$ cat src/rtl/bsiq_pkg.sv
// Types, constants and helpers of the button and status input qualifier.
// No dependencies.
package bsiq_pkg;

  localparam int unsigned PeriodW = 8;
  localparam int unsigned TimerW  = 16;
  localparam int unsigned ShortW  = 8;
  localparam int unsigned CfgIdxW = 2;
  localparam int unsigned CfgDataW = 16;
  localparam int unsigned LinesW  = 4;

  // bit positions in the sample and qualified level words
  localparam int unsigned BitBtn  = 0;
  localparam int unsigned BitChgA = 1;
  localparam int unsigned BitChgB = 2;
  localparam int unsigned BitCard = 3;

  // charge state code bits
  localparam int unsigned ChgOneBit = 0;
  localparam int unsigned ChgTwoBit = 1;

  // register indexes
  localparam logic [CfgIdxW-1:0] CfgSamplePeriod = 2'd0;
  localparam logic [CfgIdxW-1:0] CfgLongPress    = 2'd1;
  localparam logic [CfgIdxW-1:0] CfgShortPress   = 2'd2;

  // reset values
  localparam logic [PeriodW-1:0] SamplePeriodRst = 8'd10;
  localparam logic [TimerW-1:0]  LongPressRst    = 16'd500;
  localparam logic [ShortW-1:0]  ShortPressRst   = 8'd10;

  typedef struct packed {
    logic short_press;
    logic long_press;
    logic short_passed;
  } press_status_t;

  function automatic logic [1:0] charge_code(input logic [LinesW-1:0] levels);
    logic [1:0] c;
    c = 2'b00;
    c[ChgOneBit] = levels[BitChgA];
    c[ChgTwoBit] = levels[BitChgB];
    return c;
  endfunction

endpackage

$ cat src/rtl/button_and_status_input_qualifier_unit.sv
// Top level of the button and status input qualifier.
// Depends on bsiq_pkg and bsiq_press_timer.
//
//   channel | handshake                 | carries
//   --------+---------------------------+--------------------------------------
//   in      | in_valid_i / in_stall_o   | one tick: four pin levels, ack
//   out     | out_valid_o / out_stall_i | one status word per tick
//   cfg     | cfg_valid_i / cfg_ready_o | register index and data
//
// One word per clock unless out_stall_i stalls; the registered result shows in the next cycle.
// Sampling, qualification and the press timer all update together when a tick is taken.
// Async active-low reset loads the register reset values and empties output.
// in_stall_o rises only while a result is held and out_stall_i is high.
// cfg_ready_o is always high.
module button_and_status_input_qualifier_unit (
  input  logic                            clk_i,
  input  logic                            rst_ni,
  input  logic                            in_valid_i,
  output logic                            in_stall_o,
  input  logic                            button_pin_n_i,
  input  logic                            charge_stat_a_n_i,
  input  logic                            charge_stat_b_n_i,
  input  logic                            card_sense_n_i,
  input  logic                            long_press_ack_i,
  output logic                            out_valid_o,
  input  logic                            out_stall_i,
  output logic                            sampled_o,
  output logic                            button_held_o,
  output logic                            short_press_o,
  output logic                            long_press_o,
  output logic                            short_period_passed_o,
  output logic [1:0]                      charge_state_o,
  output logic                            card_present_o,
  input  logic                            cfg_valid_i,
  output logic                            cfg_ready_o,
  input  logic [bsiq_pkg::CfgIdxW-1:0]    cfg_index_i,
  input  logic [bsiq_pkg::CfgDataW-1:0]   cfg_data_i
);

  logic [bsiq_pkg::PeriodW-1:0] period_q;
  logic [bsiq_pkg::TimerW-1:0]  long_thr_q;
  logic [bsiq_pkg::ShortW-1:0]  short_thr_q;

  logic [bsiq_pkg::PeriodW-1:0] tick_q, tick_d, tick_dec;
  logic [bsiq_pkg::TimerW-1:0]  timer_q, timer_d;
  logic                         flag_q, flag_d;
  logic [bsiq_pkg::LinesW-1:0]  prev_q, prev_d;
  logic [bsiq_pkg::LinesW-1:0]  qual_q, qual_d;
  logic [bsiq_pkg::LinesW-1:0]  cur;

  logic                         out_valid_q, out_valid_d;
  logic                         sampled_q, held_q, short_q, long_q, passed_q, card_q;
  logic [1:0]                   charge_q;

  logic                         in_acc;
  logic                         sample;
  logic                         released;
  bsiq_pkg::press_status_t      status;

  assign cfg_ready_o = 1'b1;
  assign in_stall_o  = out_valid_q && out_stall_i;
  assign in_acc      = in_valid_i && !in_stall_o;

  assign tick_dec = tick_q - 8'd1;
  assign sample   = (tick_dec == '0);
  assign tick_d   = sample ? period_q : tick_dec;

  always_comb begin
    cur = '0;
    cur[bsiq_pkg::BitBtn]  = !button_pin_n_i;
    cur[bsiq_pkg::BitChgA] = !charge_stat_a_n_i;
    cur[bsiq_pkg::BitChgB] = !charge_stat_b_n_i;
    cur[bsiq_pkg::BitCard] = !card_sense_n_i;
  end

  assign released = sample && qual_q[bsiq_pkg::BitBtn] && prev_q[bsiq_pkg::BitBtn]
                    && !cur[bsiq_pkg::BitBtn];
  assign qual_d   = sample ? (prev_q & cur) : qual_q;
  assign prev_d   = sample ? cur : prev_q;

  bsiq_press_timer u_press (
    .sample_i    (sample),
    .held_i      (qual_d[bsiq_pkg::BitBtn]),
    .released_i  (released),
    .ack_i       (long_press_ack_i),
    .long_thr_i  (long_thr_q),
    .short_thr_i (short_thr_q),
    .timer_i     (timer_q),
    .flag_i      (flag_q),
    .timer_o     (timer_d),
    .flag_o      (flag_d),
    .status_o    (status)
  );

  assign out_valid_d = in_acc ? 1'b1 : (out_valid_q && out_stall_i);

  always_ff @(posedge clk_i or negedge rst_ni) begin
    if (!rst_ni) begin
      period_q    <= bsiq_pkg::SamplePeriodRst;
      long_thr_q  <= bsiq_pkg::LongPressRst;
      short_thr_q <= bsiq_pkg::ShortPressRst;
      tick_q      <= bsiq_pkg::SamplePeriodRst;
      timer_q     <= '0;
      flag_q      <= 1'b0;
      prev_q      <= '0;
      qual_q      <= '0;
      out_valid_q <= 1'b0;
    end else begin
      if (cfg_valid_i) begin
        unique case (cfg_index_i)
          bsiq_pkg::CfgSamplePeriod: period_q    <= cfg_data_i[bsiq_pkg::PeriodW-1:0];
          bsiq_pkg::CfgLongPress:    long_thr_q  <= cfg_data_i[bsiq_pkg::TimerW-1:0];
          bsiq_pkg::CfgShortPress:   short_thr_q <= cfg_data_i[bsiq_pkg::ShortW-1:0];
          default: ;
        endcase
      end
      if (in_acc) begin
        tick_q  <= tick_d;
        timer_q <= timer_d;
        flag_q  <= flag_d;
        prev_q  <= prev_d;
        qual_q  <= qual_d;
      end
      out_valid_q <= out_valid_d;
    end
  end

  always_ff @(posedge clk_i) begin
    if (in_acc) begin
      sampled_q <= sample;
      held_q    <= qual_d[bsiq_pkg::BitBtn];
      short_q   <= status.short_press;
      long_q    <= status.long_press;
      passed_q  <= status.short_passed;
      charge_q  <= bsiq_pkg::charge_code(qual_d);
      card_q    <= qual_d[bsiq_pkg::BitCard];
    end
  end

  assign out_valid_o           = out_valid_q;
  assign sampled_o             = sampled_q;
  assign button_held_o         = held_q;
  assign short_press_o         = short_q;
  assign long_press_o          = long_q;
  assign short_period_passed_o = passed_q;
  assign charge_state_o        = charge_q;
  assign card_present_o        = card_q;

endmodule

$ cat src/rtl/bsiq_press_timer.sv
// Press timer next-state logic: hold count, long-press flag, short pulse.
// Depends on bsiq_pkg.
module bsiq_press_timer (
  input  logic                          sample_i,
  input  logic                          held_i,
  input  logic                          released_i,
  input  logic                          ack_i,
  input  logic [bsiq_pkg::TimerW-1:0]   long_thr_i,
  input  logic [bsiq_pkg::ShortW-1:0]   short_thr_i,
  input  logic [bsiq_pkg::TimerW-1:0]   timer_i,
  input  logic                          flag_i,
  output logic [bsiq_pkg::TimerW-1:0]   timer_o,
  output logic                          flag_o,
  output bsiq_pkg::press_status_t       status_o
);

  logic [bsiq_pkg::TimerW-1:0] timer_s;
  logic [bsiq_pkg::TimerW-1:0] timer_inc;
  logic [bsiq_pkg::TimerW-1:0] short_ext;
  logic                        flag_s;
  logic                        pulse;

  assign timer_inc = timer_i + 16'd1;
  assign short_ext = {{(bsiq_pkg::TimerW-bsiq_pkg::ShortW){1'b0}}, short_thr_i};

  always_comb begin
    timer_s = timer_i;
    flag_s  = flag_i;
    pulse   = 1'b0;
    if (sample_i) begin
      if (held_i) begin
        if (timer_i < long_thr_i) begin
          timer_s = timer_inc;
          if (timer_inc == long_thr_i) begin
            flag_s = 1'b1;
          end
        end
      end else begin
        pulse   = released_i && (timer_i >= short_ext) && (timer_i < long_thr_i);
        timer_s = '0;
      end
    end
  end

  assign status_o.short_press  = pulse;
  assign status_o.long_press   = flag_s;
  assign status_o.short_passed = (timer_s > short_ext);

  // acknowledge acts after the tick and only on a set flag
  assign flag_o  = (ack_i && flag_s) ? 1'b0 : flag_s;
  assign timer_o = (ack_i && flag_s) ? '0 : timer_s;

endmodule

$ cat config.mk
export PLATFORM = sky130hd
export DESIGN_NAME = button_and_status_input_qualifier_unit
export DESIGN_NICKNAME = d
export VERILOG_FILES = /design/src/rtl/bsiq_pkg.sv /design/src/rtl/button_and_status_input_qualifier_unit.sv /design/src/rtl/bsiq_press_timer.sv
export SDC_FILE = /design/constraint.sdc
export NUM_CORES = 1
export LEC_CHECK = 0
export ABC_AREA = 1
export BUFFER_PORTS_ARGS = -buffer_cell sky130_fd_sc_hd__clkbuf_2
export CAP_MARGIN = 20
export CORE_ASPECT_RATIO = 1.5
export CORE_MARGIN = 2
export CORE_UTILIZATION = 30
export DETAILED_ROUTE_END_ITERATION = 8
export PLACE_DENSITY = 0.47
export SYNTH_ARGS = -nofsm -noshare
export SYNTH_HDL_FRONTEND = slang
export SYNTH_HIERARCHICAL = 1
export SYNTH_SLANG_ARGS = --single-unit
$ cat constraint.sdc
create_clock -name clk_i -period 10.2 [get_ports clk_i]
set_input_delay 1.53 -clock clk_i [delete_from_list [all_inputs] [get_ports clk_i]]
set_output_delay 1.53 -clock clk_i [all_outputs]
set_load 0.05 [all_outputs]
==> impl_metrics.json <==
{
  "die_h_um": 167,
  "diodes": 0,
  "firstDrtPassIters": 5,
  "clkLatencyLatePin_ps": 330,
  "placed_cell_area_mm2": 0.00565,
  "wl_per_cell_um": 15.1,
  "clock_sinks": 74,
  "required_ps": 10290,
  "syn-cell-area_mm2": 0.00531,
  "yosysTopAreaCellShare_pct": 25.5,
  "p_seq_share_pct": 34.2,
  "antenna_found_initial": 0,
  "finalNetCount": 816,
  "ir_worst_vdd_uv": 88.2,
  "pwr-share-comb_pct": 40.0,
  "ys_async_sr_fraction_pct": 89.2,
  "port_buffers": 37,
  "finClkSkew_ps": 6.92,
  "relSlewSlack_pct": 41.4,
  "ys_seq_area_share_pct": 35.9,
  "htreeDepth": 3,
  "core_mm2": 0.0173,
  "yosysTopAreaCell": "dfrtp_1",
  "grt_pass1_wl_um": 24200,
  "drv_slew": 0,
  "power_switching_uw": 561,
  "power.share.clock_pct": 25.8,
  "cts_resized": 0,
  "final_util_pct": 34.4,
  "fmax_mhz": 260,
  "fin_area_mm2": 0.00597,
  "hpwl_um": 11000,
  "yosysWarnings": 6,
  "rsz0062_at_grt": "no",
  "cts-root-buf": "clkbuf_16",
  "syn_nets": 787,
  "postRouteAntennaNets": 0,
  "drt_wl_total_um": 14700,
  "final_cell_mix": "nand2_1 (225), inv_1 (99), dfrtp_1 (54)",
  "grt_pass1_vias": 4672,
  "hold_slack_ps": 473,
  "drtIter0Drc": 202,
  "startpoint_type": "flop",
  "synth_edf_count": 8,
  "grt_usage_pct": 16.3,
  "crit_path_end_kind": "flop",
  "gp_congestion": 0.933,
  "fin_crit_ps": 3850,
  "ys_top_cells_by_area": "dfrtp_1 (25%), nand2_1 (16%), ha_1 (8.2%)",
  "post-route-period-util_pct": 37.7,
  "num_rows": 59,
  "clkTransAtPathRegs_ps": 60,
  "setup_viol": 0,
  "ys_seq_elements": 74,
  "fill_cells": 1866,
  "reg2reg_slack_ps": 6350,
  "die_area_mm2": 0.0188,
  "cts_buffers": 9,
  "tns_ps": 0,
  "cellInternalPower_uw": 789,
  "worst-setup-path-type": "reg2reg",
  "cp_max_fo": 18,
  "syn_inst": 724,
  "tightest_slew_ps": 879,
  "power_density_mw_per_mm2": 226,
  "drc": 0,
  "overflow": 0,
  "initial_core_util_pct": 30.6,
  "num_vias": 4739,
  "synth_cell_types": 43,
  "switching_share_pct": 41.5,
  "ctsHoldBuffers": 0,
  "max_cap_viol_count": 0,
  "crit_arrival_ps": 3940,
  "ios": 39,
  "hp-class": "reg2reg",
  "cts_setup_buffers": 0,
  "die_w_um": 113,
  "synth-main-ff-cell": "dfrtp_1",
  "grt_start_max_net_pins": 67,
  "status": "complete, no violations",
  "via_per_inst": 4.88,
  "drive_above_1_share_pct": 16.6,
  "leakage_nw": 3.08,
  "area.growth.synth_to_final_pct": 12.4,
  "hold_viol_final": 0,
  "syn_avg_cell_area_um2": 7.33,
  "final_common_cell": "nand2_1",
  "cts_tree": "built",
  "clk_path_buf_depth": 2
}
[cells in the mapped netlist, drive strengths merged, types with 2 or more instances]
cell type,instances
nand2,240
inv,104
nor2,58
o21ai,58
dfrtp,54
nand3,53
a21oi,37
ha,35
buf,13
dfstp,12
clkbuf,9
edfxtp,8
mux2,8
nand4,8
a21boi,5
a31oi,4
nor4,3
a41oi,2
nor3,2
o211ai,2
xor2,2
[metrics by stage]
step	std cells	total power, mW	setup WS, ps
floorplan	724	0.863	6630
global placement	955	0.996	6310
detailed placement	955	1.01	6270
CTS	971	1.36	6370
global route	971	1.47	5940
finish	971	1.35	6350
[power groups by stage]
stage / logic, mW / clock network (mW) / registers [mW]
finish: 0.540 / 0.349 / 0.462
global route: 0.624 / 0.374 / 0.472
floorplan: 0.404 / 0 / 0.460
CTS: 0.541 / 0.361 / 0.463
detailed placement: 0.540 / 0 / 0.467
global placement: 0.530 / 0 / 0.466
[worst max-delay path, cell delays in order, from the launching register on]
cell and delay, ps:
dfstp_2 540, inv_1 50, ha_1 280, nand2_1 70, inv_1 40, nand2_1 60, nand2_1 100, nand2_1 80
nand2_1 100, nand2_1 180, nand2_2 250, inv_1 390, nand3_1 170, a31oi_1 280, inv_1 80, ha_1 300
nand2_1 80, nor4_1 280, o211ai_1 120, nor2_1 110, nand2_1 50
[path summary, 6_finish.rpt]
| check | start | endpoint | cells past startpoint |
|---|---|---|---|
| hold / removal | flag_q$_DFFE_PN0P_ | flag_q$_DFFE_PN0P_ | 2 |
| min in group asynchronous | rst_ni | timer_q[5]$_DFFE_PN0P_ | 2 |
| setup / recovery | long_thr_q[2]$_DFFE_PN1P_ | short_period_passed_o$_DFFE_PP_ | 20 |
| max in group asynchronous | rst_ni | timer_q[9]$_DFFE_PN0P_ | 2 |
| setup reg to reg | long_thr_q[2]$_DFFE_PN1P_ | short_period_passed_o$_DFFE_PP_ | 20 |
| hold reg to reg | flag_q$_DFFE_PN0P_ | flag_q$_DFFE_PN0P_ | 2 |
[layer usage]
| layer | GRT usage, % | share of wire [%] | vias to the layer above |
|---|---|---|---|
| li1 | - | - | 2375 |
| met1 | 19.4 | 41 | 2236 |
| met2 | 28.9 | 53 | 106 |
| met3 | 2.55 | 3.0 | 22 |
| met4 | 6.26 | 2.5 | 0 |
| met5 | 0 | 0 | - |
[sequential cells by signal, indices dropped and copies added, names as in the netlist, 2 cells and up]
signal / flops
qual_q: 4
prev_q: 4
period_q: 8
long_thr_q: 16
tick_q: 8
timer_q: 16
short_thr_q: 8
charge_state_o: 2
[logic make-up (layout without fill, tap and decap cells)]
kind of cell	after synthesis	in the layout	synth area share, %
xor+xnor	4	4	1.06
buf+inv	127	161	9.97
compound gates	110	110	12.4
other cells	1	1	0.0706
fa+ha+maj	35	35	8.25
flops	74	74	35.9
mux	8	8	1.70
simple gates	365	365	30.7
[final cells by class]
type	instances	area, µm²	area share, %
timing repair buffer	40	208	3.48
tap	213	267	4.46
sequential	74	1910	31.9
clock buffer	11	243	4.07
clock inverter	5	78.8	1.32
inverter	105	394	6.60
multi-input combinational	523	2870	48.1
(Power assumes the default switching activity.)
